===== src/sv/dip_pkg.sv =====
// types and constants of the dma interrupt and priority register block
package dip_pkg;

  typedef struct packed {
    logic [2:0]  opcode;
    logic [1:0]  reg_select;
    logic [31:0] write_data;
    logic [3:0]  channel;
    logic [2:0]  field_kind;
  } in_item_t;

  typedef struct packed {
    logic [31:0] read_data;
    logic [2:0]  field_read;
    logic        irq_pending;
    logic        bad_channel;
  } out_item_t;

  typedef struct packed {
    logic [31:0] irq_lo;
    logic [31:0] irq_hi;
    logic [31:0] prio_lo;
    logic [31:0] prio_hi;
  } regs_t;

  localparam logic [2:0] OP_CPU_WRITE    = 3'd0;
  localparam logic [2:0] OP_READ         = 3'd1;
  localparam logic [2:0] OP_DIRECT_WRITE = 3'd2;
  localparam logic [2:0] OP_FIELD_WRITE  = 3'd3;
  localparam logic [2:0] OP_FIELD_READ   = 3'd4;
  localparam logic [2:0] OP_POLL         = 3'd5;

  localparam logic [1:0] SEL_IRQ_LO  = 2'd0;
  localparam logic [1:0] SEL_IRQ_HI  = 2'd1;
  localparam logic [1:0] SEL_PRIO_LO = 2'd2;
  localparam logic [1:0] SEL_PRIO_HI = 2'd3;

  localparam logic [2:0] FK_PRIORITY = 3'd0;
  localparam logic [2:0] FK_ENABLE   = 3'd1;
  localparam logic [2:0] FK_IRM      = 3'd2;
  localparam logic [2:0] FK_IQE      = 3'd3;
  localparam logic [2:0] FK_CMASK    = 3'd4;
  localparam logic [2:0] FK_CFLAG    = 3'd5;

  localparam logic [3:0] CH_PER_WORD  = 4'd7;
  localparam logic [3:0] NUM_CHANNELS = 4'd14;

  localparam logic [31:0] KEEP_TOP  = 32'hFF00_0000;
  localparam logic [31:0] LOW_BITS  = 32'h00FF_FFFF;
  localparam logic [31:0] FLAG_BITS = 32'h7F00_0000;
  localparam logic [31:0] MASK_BITS = 32'h007F_0000;

  localparam int unsigned ERR_BIT     = 15;
  localparam int unsigned MASTER_EN   = 23;
  localparam int unsigned MASTER_IRQ  = 31;
  localparam int unsigned MASK_LSB    = 16;
  localparam int unsigned FLAG_LSB    = 24;

endpackage


===== src/sv/dip_exec.sv =====
// combinational access logic: next register words and result of one item
module dip_exec (
  input  dip_pkg::in_item_t  item,
  input  dip_pkg::regs_t     regs,
  output dip_pkg::regs_t     regs_nxt,
  output dip_pkg::out_item_t result
);
  import dip_pkg::*;

  logic        high;
  logic [2:0]  slot;
  logic        loc_ok;
  logic [1:0]  fsel;
  logic [4:0]  sh;
  logic [31:0] mk;
  logic [31:0] fword;
  logic [31:0] fword_new;
  logic [31:0] fval_word;
  logic [31:0] v;
  logic [31:0] cur;
  logic [6:0]  lo_hit;
  logic [6:0]  hi_hit;
  logic        pend;

  always_comb begin
    high = item.channel >= CH_PER_WORD;
    slot = high ? 3'(item.channel - CH_PER_WORD) : item.channel[2:0];
    loc_ok = item.channel < NUM_CHANNELS;
    mk = 32'd1;
    sh = 5'd0;
    fsel = SEL_IRQ_LO;
    case (item.field_kind)
      FK_PRIORITY: begin
        fsel = high ? SEL_PRIO_HI : SEL_PRIO_LO;
        sh = {slot, 2'b00};
        mk = 32'd7;
      end
      FK_ENABLE: begin
        fsel = high ? SEL_PRIO_HI : SEL_PRIO_LO;
        sh = {slot, 2'b11};
      end
      FK_IRM: begin
        fsel = SEL_IRQ_LO;
        sh = {2'b00, slot};
        if (high) loc_ok = 1'b0;
      end
      FK_IQE: begin
        fsel = SEL_IRQ_HI;
        sh = {1'b0, item.channel};
      end
      FK_CMASK: begin
        fsel = high ? SEL_IRQ_HI : SEL_IRQ_LO;
        sh = 5'(MASK_LSB) + {2'b00, slot};
      end
      FK_CFLAG: begin
        fsel = high ? SEL_IRQ_HI : SEL_IRQ_LO;
        sh = 5'(FLAG_LSB) + {2'b00, slot};
      end
      default: loc_ok = 1'b0;
    endcase

    case (fsel)
      SEL_IRQ_LO:  fword = regs.irq_lo;
      SEL_IRQ_HI:  fword = regs.irq_hi;
      SEL_PRIO_LO: fword = regs.prio_lo;
      default:     fword = regs.prio_hi;
    endcase

    v = (item.field_kind == FK_ENABLE) ? {31'd0, |item.write_data}
                                       : (item.write_data & mk);
    fword_new = (fword & ~(mk << sh)) | (v << sh);
    fval_word = (fword >> sh) & mk;

    case (item.reg_select)
      SEL_IRQ_LO:  cur = regs.irq_lo;
      SEL_IRQ_HI:  cur = regs.irq_hi;
      SEL_PRIO_LO: cur = regs.prio_lo;
      default:     cur = regs.prio_hi;
    endcase

    lo_hit = regs.irq_lo[MASK_LSB +: 7] & regs.irq_lo[FLAG_LSB +: 7];
    hi_hit = regs.irq_hi[MASK_LSB +: 7] & regs.irq_hi[FLAG_LSB +: 7];
    pend = ((|lo_hit || |hi_hit) && regs.irq_lo[MASTER_EN]) || regs.irq_lo[ERR_BIT];

    regs_nxt = regs;
    result = '0;

    case (item.opcode)
      OP_CPU_WRITE, OP_DIRECT_WRITE: begin
        if (item.opcode == OP_CPU_WRITE && !item.reg_select[1]) begin
          cur = ((cur & KEEP_TOP) | (item.write_data & LOW_BITS))
                & ~(item.write_data & FLAG_BITS);
        end else begin
          cur = item.write_data;
        end
        case (item.reg_select)
          SEL_IRQ_LO:  regs_nxt.irq_lo = cur;
          SEL_IRQ_HI:  regs_nxt.irq_hi = cur;
          SEL_PRIO_LO: regs_nxt.prio_lo = cur;
          default:     regs_nxt.prio_hi = cur;
        endcase
      end
      OP_FIELD_WRITE: begin
        if (loc_ok) begin
          case (fsel)
            SEL_IRQ_LO:  regs_nxt.irq_lo = fword_new;
            SEL_IRQ_HI:  regs_nxt.irq_hi = fword_new;
            SEL_PRIO_LO: regs_nxt.prio_lo = fword_new;
            default:     regs_nxt.prio_hi = fword_new;
          endcase
        end else begin
          result.bad_channel = 1'b1;
        end
      end
      OP_FIELD_READ: begin
        if (loc_ok) result.field_read = fval_word[2:0];
        else        result.bad_channel = 1'b1;
      end
      OP_POLL: begin
        if (pend) begin
          regs_nxt.irq_lo[MASTER_IRQ] = 1'b1;
          result.irq_pending = 1'b1;
        end
      end
      default: begin
      end
    endcase

    case (item.reg_select)
      SEL_IRQ_LO:  result.read_data = regs_nxt.irq_lo;
      SEL_IRQ_HI:  result.read_data = regs_nxt.irq_hi;
      SEL_PRIO_LO: result.read_data = regs_nxt.prio_lo;
      default:     result.read_data = regs_nxt.prio_hi;
    endcase
  end

endmodule


===== src/sv/dma_interrupt_priority_registers.sv =====
// top level of the dma interrupt and priority register block
//
//   channel  ports                          direction
//   in       in_valid, in_ready, in_item    item into the block
//   out      out_valid, out_ready, out_item result item out of the block
//
// one item per cycle sustained while out_ready is high; out_valid rises once an accepted
// item has passed the input register, then the result register holding the updated words
// the register words change when an item moves from the input to the result register
// a stalled result holds the pipeline; in_ready stays high while the input register drains
// synchronous reset clears all four words and both valid flags
module dma_interrupt_priority_registers (
  input  logic                clk,
  input  logic                rst_n,
  input  logic                in_valid,
  output logic                in_ready,
  input  dip_pkg::in_item_t   in_item,
  output logic                out_valid,
  input  logic                out_ready,
  output dip_pkg::out_item_t  out_item
);
  import dip_pkg::*;

  logic       in_vld_r;
  in_item_t   in_item_r;
  logic       out_vld_r;
  out_item_t  out_item_r;
  regs_t      regs_r;
  regs_t      regs_nxt;
  out_item_t  result;
  logic       advance;

  assign advance   = in_vld_r && (!out_vld_r || out_ready);
  assign in_ready  = !in_vld_r || advance;
  assign out_valid = out_vld_r;
  assign out_item  = out_item_r;

  dip_exec u_exec (
    .item     (in_item_r),
    .regs     (regs_r),
    .regs_nxt (regs_nxt),
    .result   (result)
  );

  always_ff @(posedge clk) begin
    if (!rst_n) begin
      in_vld_r  <= 1'b0;
      out_vld_r <= 1'b0;
      regs_r    <= '0;
    end else begin
      if (in_ready) in_vld_r <= in_valid;
      if (advance) begin
        out_vld_r <= 1'b1;
        regs_r    <= regs_nxt;
      end else if (out_ready) begin
        out_vld_r <= 1'b0;
      end
    end
  end

  always_ff @(posedge clk) begin
    if (in_ready && in_valid) in_item_r <= in_item;
    if (advance) out_item_r <= result;
  end

endmodule


===== config.mk =====
export PLATFORM = sky130hd
export DESIGN_NAME = dma_interrupt_priority_registers
export DESIGN_NICKNAME = d
export VERILOG_FILES = /design/src/sv/dip_pkg.sv /design/src/sv/dip_exec.sv /design/src/sv/dma_interrupt_priority_registers.sv
export SDC_FILE = /design/constraint.sdc
export NUM_CORES = 1
export LEC_CHECK = 0
export ABC_AREA = 1
export BUFFER_PORTS_ARGS = -buffer_cell sky130_fd_sc_hd__buf_4
export CORE_UTILIZATION = 35
export DETAILED_ROUTE_END_ITERATION = 8
export SLEW_MARGIN = 10
export SYNTH_ARGS = -nofsm -noshare
export SYNTH_HDL_FRONTEND = slang
export SYNTH_SLANG_ARGS = --single-unit

===== constraint.sdc =====
create_clock -name clk -period 2.65 [get_ports clk]
set_input_delay 0.1325 -clock clk [delete_from_list [all_inputs] [get_ports clk]]
set_output_delay 0.1325 -clock clk [all_outputs]
set_load 0.01 [all_outputs]

==> results.md, run 1 <==
- Outcome: complete, but fails checks
- Violated checks: setup timing
- Setup TNS Final: -147.4 ps
- Number of vias per cell: ~5.6
- Number of flops mapped to enable cells by yosys: between 80 and 90
- Max H-tree Level: 1
- Yosys cell types: 50
- Tmin final: 2704 ps
- Startpoint class of the critical path: register
- Final design utilization: 0.4801
- Synth async-reset ratio: 0
- Die Y-Extent: about 210 um
- Clock Sinks: roughly 210
- Initial drt markers: 2169
- Met2 WL post-DR: 31240 um
- Max Fclk: between 300 and 400 MHz
- Final hold viol count: 0
- Synth Register Bits: 211
- Total power: 10.95 mW
- Post-Syn Nets: about 2500
- Clock-pin slew on the worst setup and hold paths: 60 ps
- Most common cell after layout, fill and taps aside: nand2_1
- Initial antenna violation count: 1
- Num ports: 87
- Share of the synthesized area in the top cell type: 0.1703
- Required @ worst endpoint: about 3000 ps
- Drt drc: 0
- WL/cell: 21.70 um
- Max Cap Viol: 0
- CP max FO: 8
- Grt total ovfl: 0
- Hold crit path type: in -> reg
- Num rows: 76
- CTS tree: done
- Total track usage: 0.3209
- Slew margin rel.: 0.4987
- Filler cells: between 4000 and 5000
- Vias: 18590
- Starting Density: 0.3547
- Critical path class: reg -> reg
- Mapped cell area: ~15000 um^2
- Final setup fails: 7
- Clock buffer depth: 3
- Maximum VDD drop: 495.3 uV
- Global-route wire length before repair: 107500 um
- Pwr per Cell Area: 529.2 nW/um^2
- Final Slew Violations: 0
- Ys Warns: 0
- Port Buf Inserts: 86
- Pin count of the biggest net entering global routing: 131
- Final period util: 1.020
- Number of nets in the layout: approximately 2800
- Dpl cells: 3209
- Area delta synth->final: 35.35%
- Post-route ant nets: 0
- Setup ws final: -53.92 ps
- Slew of the pin with the lowest slew margin: 751.9 ps
- GP Congestion: 1.032
- DR top layer: met4
- Sequential fraction of the synthesis area: 0.3295
- Largest cells by area after synthesis: dfxtp_1, edfxtp_1, nand2_1
- First drt pass iteration count: 6
- Fin cells: 3329
- Syn avg cell area: 6.333 um^2
- Top_reg_cell synth: dfxtp_1
- Cells after synthesis: around 2400
- Leading area contributor after synthesis: dfxtp_1
- CTS root buf: clkbuf_16
- Die ar.: 44500 um^2
- Vias in the first global route: 17350
- Setup Skew: between 20 and 25 ps
- Clk_lat worst skew: 590 ps
- Die W: approximately 210 um
- Most frequent cells in the layout: nand2_1, inv_1, buf_4
- WL met3: 7507 um
- Met1 WL: 29660 um
- Core area: 43080 um^2
- Layout cells sized above 1: 0.2254
- Leakage: 9.560 nW
- Post-DP HPWL: about 50000 um
- Post-Route WL: 72240 um
- RSZ-0062 raised after global routing: true
- Critical path arrival: between 3000 and 4000 ps
- Worst setup EP type: register
- Num CTS Buffers: 28
## cell families (layout without fill, tap and decap cells)
kind of cell | after synthesis | in the layout | synth area share
flip-flops | 211 | 211 | 0.3295
multiplexers | 1 | 1 | 0.0006551
AO/OA/AOI/OAI | 639 | 639 | 0.2343
XOR/XNOR | 2 | 2 | 0.001638
adder cells (fa/ha/maj) | 1 | 1 | 0.0008187
buffers and inverters | 568 | 897 | 0.1478
AND/OR/NAND/NOR | 991 | 991 | 0.2854
other | 0 | 2 | 0
## critical path, stage by stage (launching register included)
cell and delay, ps:
edfxtp_1 400, ha_2 230, nand2_4 90, nand2_8 90, xor2_4 190, nand2_2 80
buf_4 160, nand2_8 90, nand2_4 80, inv_1 130, buf_4 160, nand2_1 80
nand2_1 70, inv_1 40, nand4_1 130, nand3_1 110, a21oi_1 240, nor2_4 70
## power breakdown
group	total, mW	internal [mW]	switching [mW]
Combinational	3.31	1.28	2.03
Clock	3.84	2.26	1.58
Sequential	3.80	3.61	0.183
## cell type report
cell class,count,area (um^2),share of cell area
multi-input cells,1634,8615,0.4165
flip-flops and latches,211,5035,0.2434
repair buffers,422,3771,0.1823
inverters,423,1612,0.07792
clock buffers,41,790.8,0.03823
well taps,585,732.0,0.03539
clock inverters,11,122.6,0.005929
diodes,2,5.005,0.0002420
## synthesized netlist by cell type, types with 2 or more instances
cell,number
a21o_1,3
a21oi_1,268
a21oi_2,2
a21oi_4,2
a22oi_1,17
buf_1,5
buf_2,35
buf_4,4
buf_6,9
clkbuf_1,92
clkinv_1,7
dfxtp_1,130
edfxtp_1,81
inv_1,390
inv_2,26
nand2_1,609
nand2_2,13
nand2_4,5
nand3_1,218
nand4_1,49
nand4_2,8
nor2_1,63
nor2_2,10
nor2_4,2
nor2_8,2
nor3_1,4
o2111ai_1,7
o211ai_1,4
o21ai_0,78
o21ai_1,136
o21ai_2,4
o21bai_1,14
o21bai_2,4
o221ai_1,16
o22ai_1,79
or2_0,2
or2_1,2
## registers in the layout, indices dropped and copies added (netlist names)
register	count
out_valid	1
out_item	37
in_item_r	44
regs_r	128
in_vld_r	1
## metal layers
layer  up-vias  track usage
met3       242      0.04564
met1      8664       0.4392
met5         -            0
met4         0       0.1617
li1       8596            -
met2      1092       0.4916
## per-stage QoR
step | setup WS, ps | cell area, um^2 | hold WS [ps]
floorplan | 244.0 | 15280 | 231.4
global placement | -358.7 | 18420 | 310.3
detailed placement | -348.3 | 18420 | 311.9
CTS | -24.76 | 20050 | 214.4
global route | -149.8 | 20680 | 248.7
finish | -53.92 | 20680 | 240.8
## final timing paths
path | startpoint | to | slack [ps] | cells after the start
worst max-delay path | in_item_r[4]$_DFFE_PP_ | out_item[3]$_SDFFCE_PN0P_ | -50 | 17
worst min-delay path | rst_n | out_valid$_SDFFE_PN0P_ | 240 | 4
worst max register to register | in_item_r[4]$_DFFE_PP_ | out_item[3]$_SDFFCE_PN0P_ | -50 | 17
worst min register to register | out_valid$_SDFFE_PN0P_ | out_valid$_SDFFE_PN0P_ | 570 | 2
## timing repair
item / in CTS / in global routing
pin swaps: 19 / 56
setup endpoints to repair: 65 / 134
hold endpoints to repair: 46 / 0
cloned: 0 / 0
setup buffers: 5 / 14
resized for setup: 51 / 135
hold buffers: 48 / 0
Note: power is estimated with default switching activity, not from simulation.
==> run 2: changes to the inputs <==
Settings changed: MAX_ROUTING_LAYER set to met4.
==> run 2 against run 1 <==
  * The run still ends with setup timing left
  * Critical path depth is 2 lower
  * Register-to-register slack worse by 30 ps
  * First-iteration DRC count is 3.2% lower
  * Die area stayed put
  * Clock skew hardly changed
  * Hold slack worse by 150 ps
  * Cell area is 3.0% higher
  * Flip-flop and latch count stayed put
  * Via count is 1.1% higher
  * Critical path type unchanged
  * Critical endpoint is now out_item[26]$_DFFE_PP_
  * Highest routed layer unchanged
==> results.md, run 2 (synthesis results as in run 1) <==
- Outcome: complete, but fails checks (unchanged)
- Violated checks: setup timing (unchanged)
- Critical path's slowest cell: edfxtp_1 (unchanged)
- Grt total ovfl: 0 (unchanged)
- CTS root buf: clkbuf_16 (unchanged)
- Max Fclk: 366.0 MHz (was 369.8 MHz)
- Tmin final: 2733 ps (was 2704 ps)
- Fin cells: 3350 (was 3329)
- CTS tree: done (unchanged)
- Critical path class: reg -> reg (unchanged)
- Number of nets in the layout: 2795 (was 2769)
- Total power: 10.96 mW (was 10.95 mW)
- Fin area: 21300 um^2 (was 20680 um^2)
- Global-route wire length before repair: 107800 um (was 107500 um)
- Clock Sinks: 211 (unchanged)
- Most frequent cells in the layout: nand2_1, inv_1, buf_4 (unchanged)
- Worst setup EP type: register (unchanged)
- N_diodes: 0 (was 2)
- Initial antenna violation count: 0 (was 1)
- Dpl cells: 3228 (was 3209)
- DR top layer: met4 (unchanged)
- Final design utilization: 0.4944 (was 0.4801)
- Startpoint class of the critical path: register (unchanged)
- Max Cap Viol: 0 (unchanged)
- Critical path arrival: 3000 ps (was 3030 ps)
- Final setup fails: 19 (was 7)
- Slew margin rel.: 0.5657 (was 0.4987)
- Die ar.: 44500 um^2 (unchanged)
- Die W: 211.0 um (unchanged)
- Clock buffer depth: 3 (unchanged)
- RSZ-0062 raised after global routing: true (unchanged)
- Clk_lat worst skew: 580 ps (was 590 ps)
- Pwr per Cell Area: 514.7 nW/um^2 (was 529.2 nW/um^2)
- Max H-tree Level: 1 (unchanged)
- Most common cell after layout, fill and taps aside: nand2_1 (unchanged)
- WL/cell: 21.83 um (was 21.70 um)
- Final hold viol count: 0 (unchanged)
- Placed Area: 18550 um^2 (was 18420 um^2)
- First drt pass iteration count: 6 (unchanged)
- Pin count of the biggest net entering global routing: 109 (was 131)
- Number of vias per cell: 5.613 (was 5.585)
- Required @ worst endpoint: 2920 ps (was 2970 ps)
- Met2 WL post-DR: 31840 um (was 31240 um)
- Top reg by flops: regs_r (unchanged)
- CP max FO: 8 (unchanged)
- Hold path cells: 5 (was 4)
- Vias in the first global route: 17620 (was 17350)
- Num rows: 76 (unchanged)
- GP Congestion: 1.030 (was 1.032)
- CP max stage delay: 440 ps (was 400 ps)
- Post-DP HPWL: 49860 um (was 50180 um)
- Vias: 18800 (was 18590)
- Setup ws final: -82.60 ps (was -53.92 ps)
- WL met3: 7157 um (was 7507 um)
- Filler cells: 4386 (was 4395)
- Num CTS Buffers: 27 (was 28)
- Die Y-Extent: 211.0 um (unchanged)
- Clock-pin slew on the worst setup and hold paths: 60 ps (about the same)
- Area delta synth->final: 39.36% (was 35.35%)
- Post-Route WL: 73140 um (was 72240 um)
- Num ports: 87 (unchanged)
- Setup TNS Final: -668.1 ps (was -147.4 ps)
- Initial drt markers: 2100 (was 2169)
- Core area: 43080 um^2 (unchanged)
- Setup Skew: 24.38 ps (was 23.90 ps)
- Drt drc: 0 (unchanged)
- FF-to-FF path depth: 15 (was 17)
- Post-route ant nets: 0 (unchanged)
- Max FFs per register: 128 (unchanged)
- Final Slew Violations: 0 (unchanged)
- Leakage: 9.784 nW (was 9.560 nW)
- Hold crit path type: in -> reg (unchanged)
- Maximum VDD drop: 494.2 uV (was 495.3 uV)
- Port Buf Inserts: 86 (unchanged)
- Layout cells sized above 1: 0.2575 (was 0.2254)
- Met1 WL: 29900 um (was 29660 um)
- Hold WS: 87.27 ps (was 240.8 ps)
- Starting Density: 0.3547 (unchanged)
- Crit path cell chain: ha_4 -> nand2_4 -> nand2_8 -> o21ai_2 -> or2_1 -> nand2_4 -> buf_8 -> buf_4 -> buf_4 -> nand4_4 -> nand3_1 -> nand2_1 -> nand3_2 -> nand2_1 -> nand4_1 (was ha_2 -> nand2_4 -> nand2_8 -> xor2_4 -> nand2_2 -> buf_4 -> nand2_8 -> nand2_4 -> inv_1 -> buf_4 -> nand2_1 -> nand2_1 -> inv_1 -> nand4_1 -> nand3_1 -> a21oi_1 -> nor2_4)
- DP Worst Slack: -182.9 ps (was -348.3 ps)
- Final period util: 1.031 (was 1.020)
- Total track usage: 0.3304 (was 0.3209)
- Slew of the pin with the lowest slew margin: 651.5 ps (was 751.9 ps)
==> run 2: critical path: cells and delay by family, from the launching register on <==
family	cells	cell delay [ps]
compound gates	1	200
simple gates	10	1070
flops	1	440
fa+ha+maj	1	200
buf+inv	3	490
==> run 2: final timing paths <==
check	start	to	slack [ps]
worst max-delay path	in_item_r[4]$_DFFE_PP_	out_item[26]$_DFFE_PP_	-80
worst min-delay path	rst_n	regs_r[86]$_SDFFE_PN0P_	90
worst max register to register	in_item_r[4]$_DFFE_PP_	out_item[26]$_DFFE_PP_	-80
worst min register to register	out_valid$_SDFFE_PN0P_	out_valid$_SDFFE_PN0P_	580
==> run 2: where the power goes <==
| group | internal, mW | switching [mW] |
|---|---|---|
| registers | 3.61 | 0.180 |
| logic | 1.39 | 2.12 |
| clock network | 2.12 | 1.54 |
==> run 2: metal layers <==
layer  track usage  vias to the layer above
met5             -                        -
met2        0.5040                     1095
met1        0.4243                     8761
met3       0.06051                      296
li1              -                     8650
met4        0.1497                        0
==> run 2: repair_timing <==
action / in CTS / in global routing
setup endpoints to repair: 71 / 127
hold buffers: 47 / 0
pin swaps: 13 / 59
gates resized for setup: 61 / 232
hold endpoints to repair: 46 / 0
cloned: 0 / 2
buffers inserted: 5 / 22
==> run 2: cell type report <==
type                    instances  area, um^2  area share
clock buffers                  45       834.6     0.03919
clock inverters                 3       15.01   0.0007051
inverters                     423        1620     0.07609
multi-input cells            1635        9022      0.4237
flip-flops and latches        211        5035      0.2364
well taps                     585       732.0     0.03437
repair buffers                448        4036      0.1895
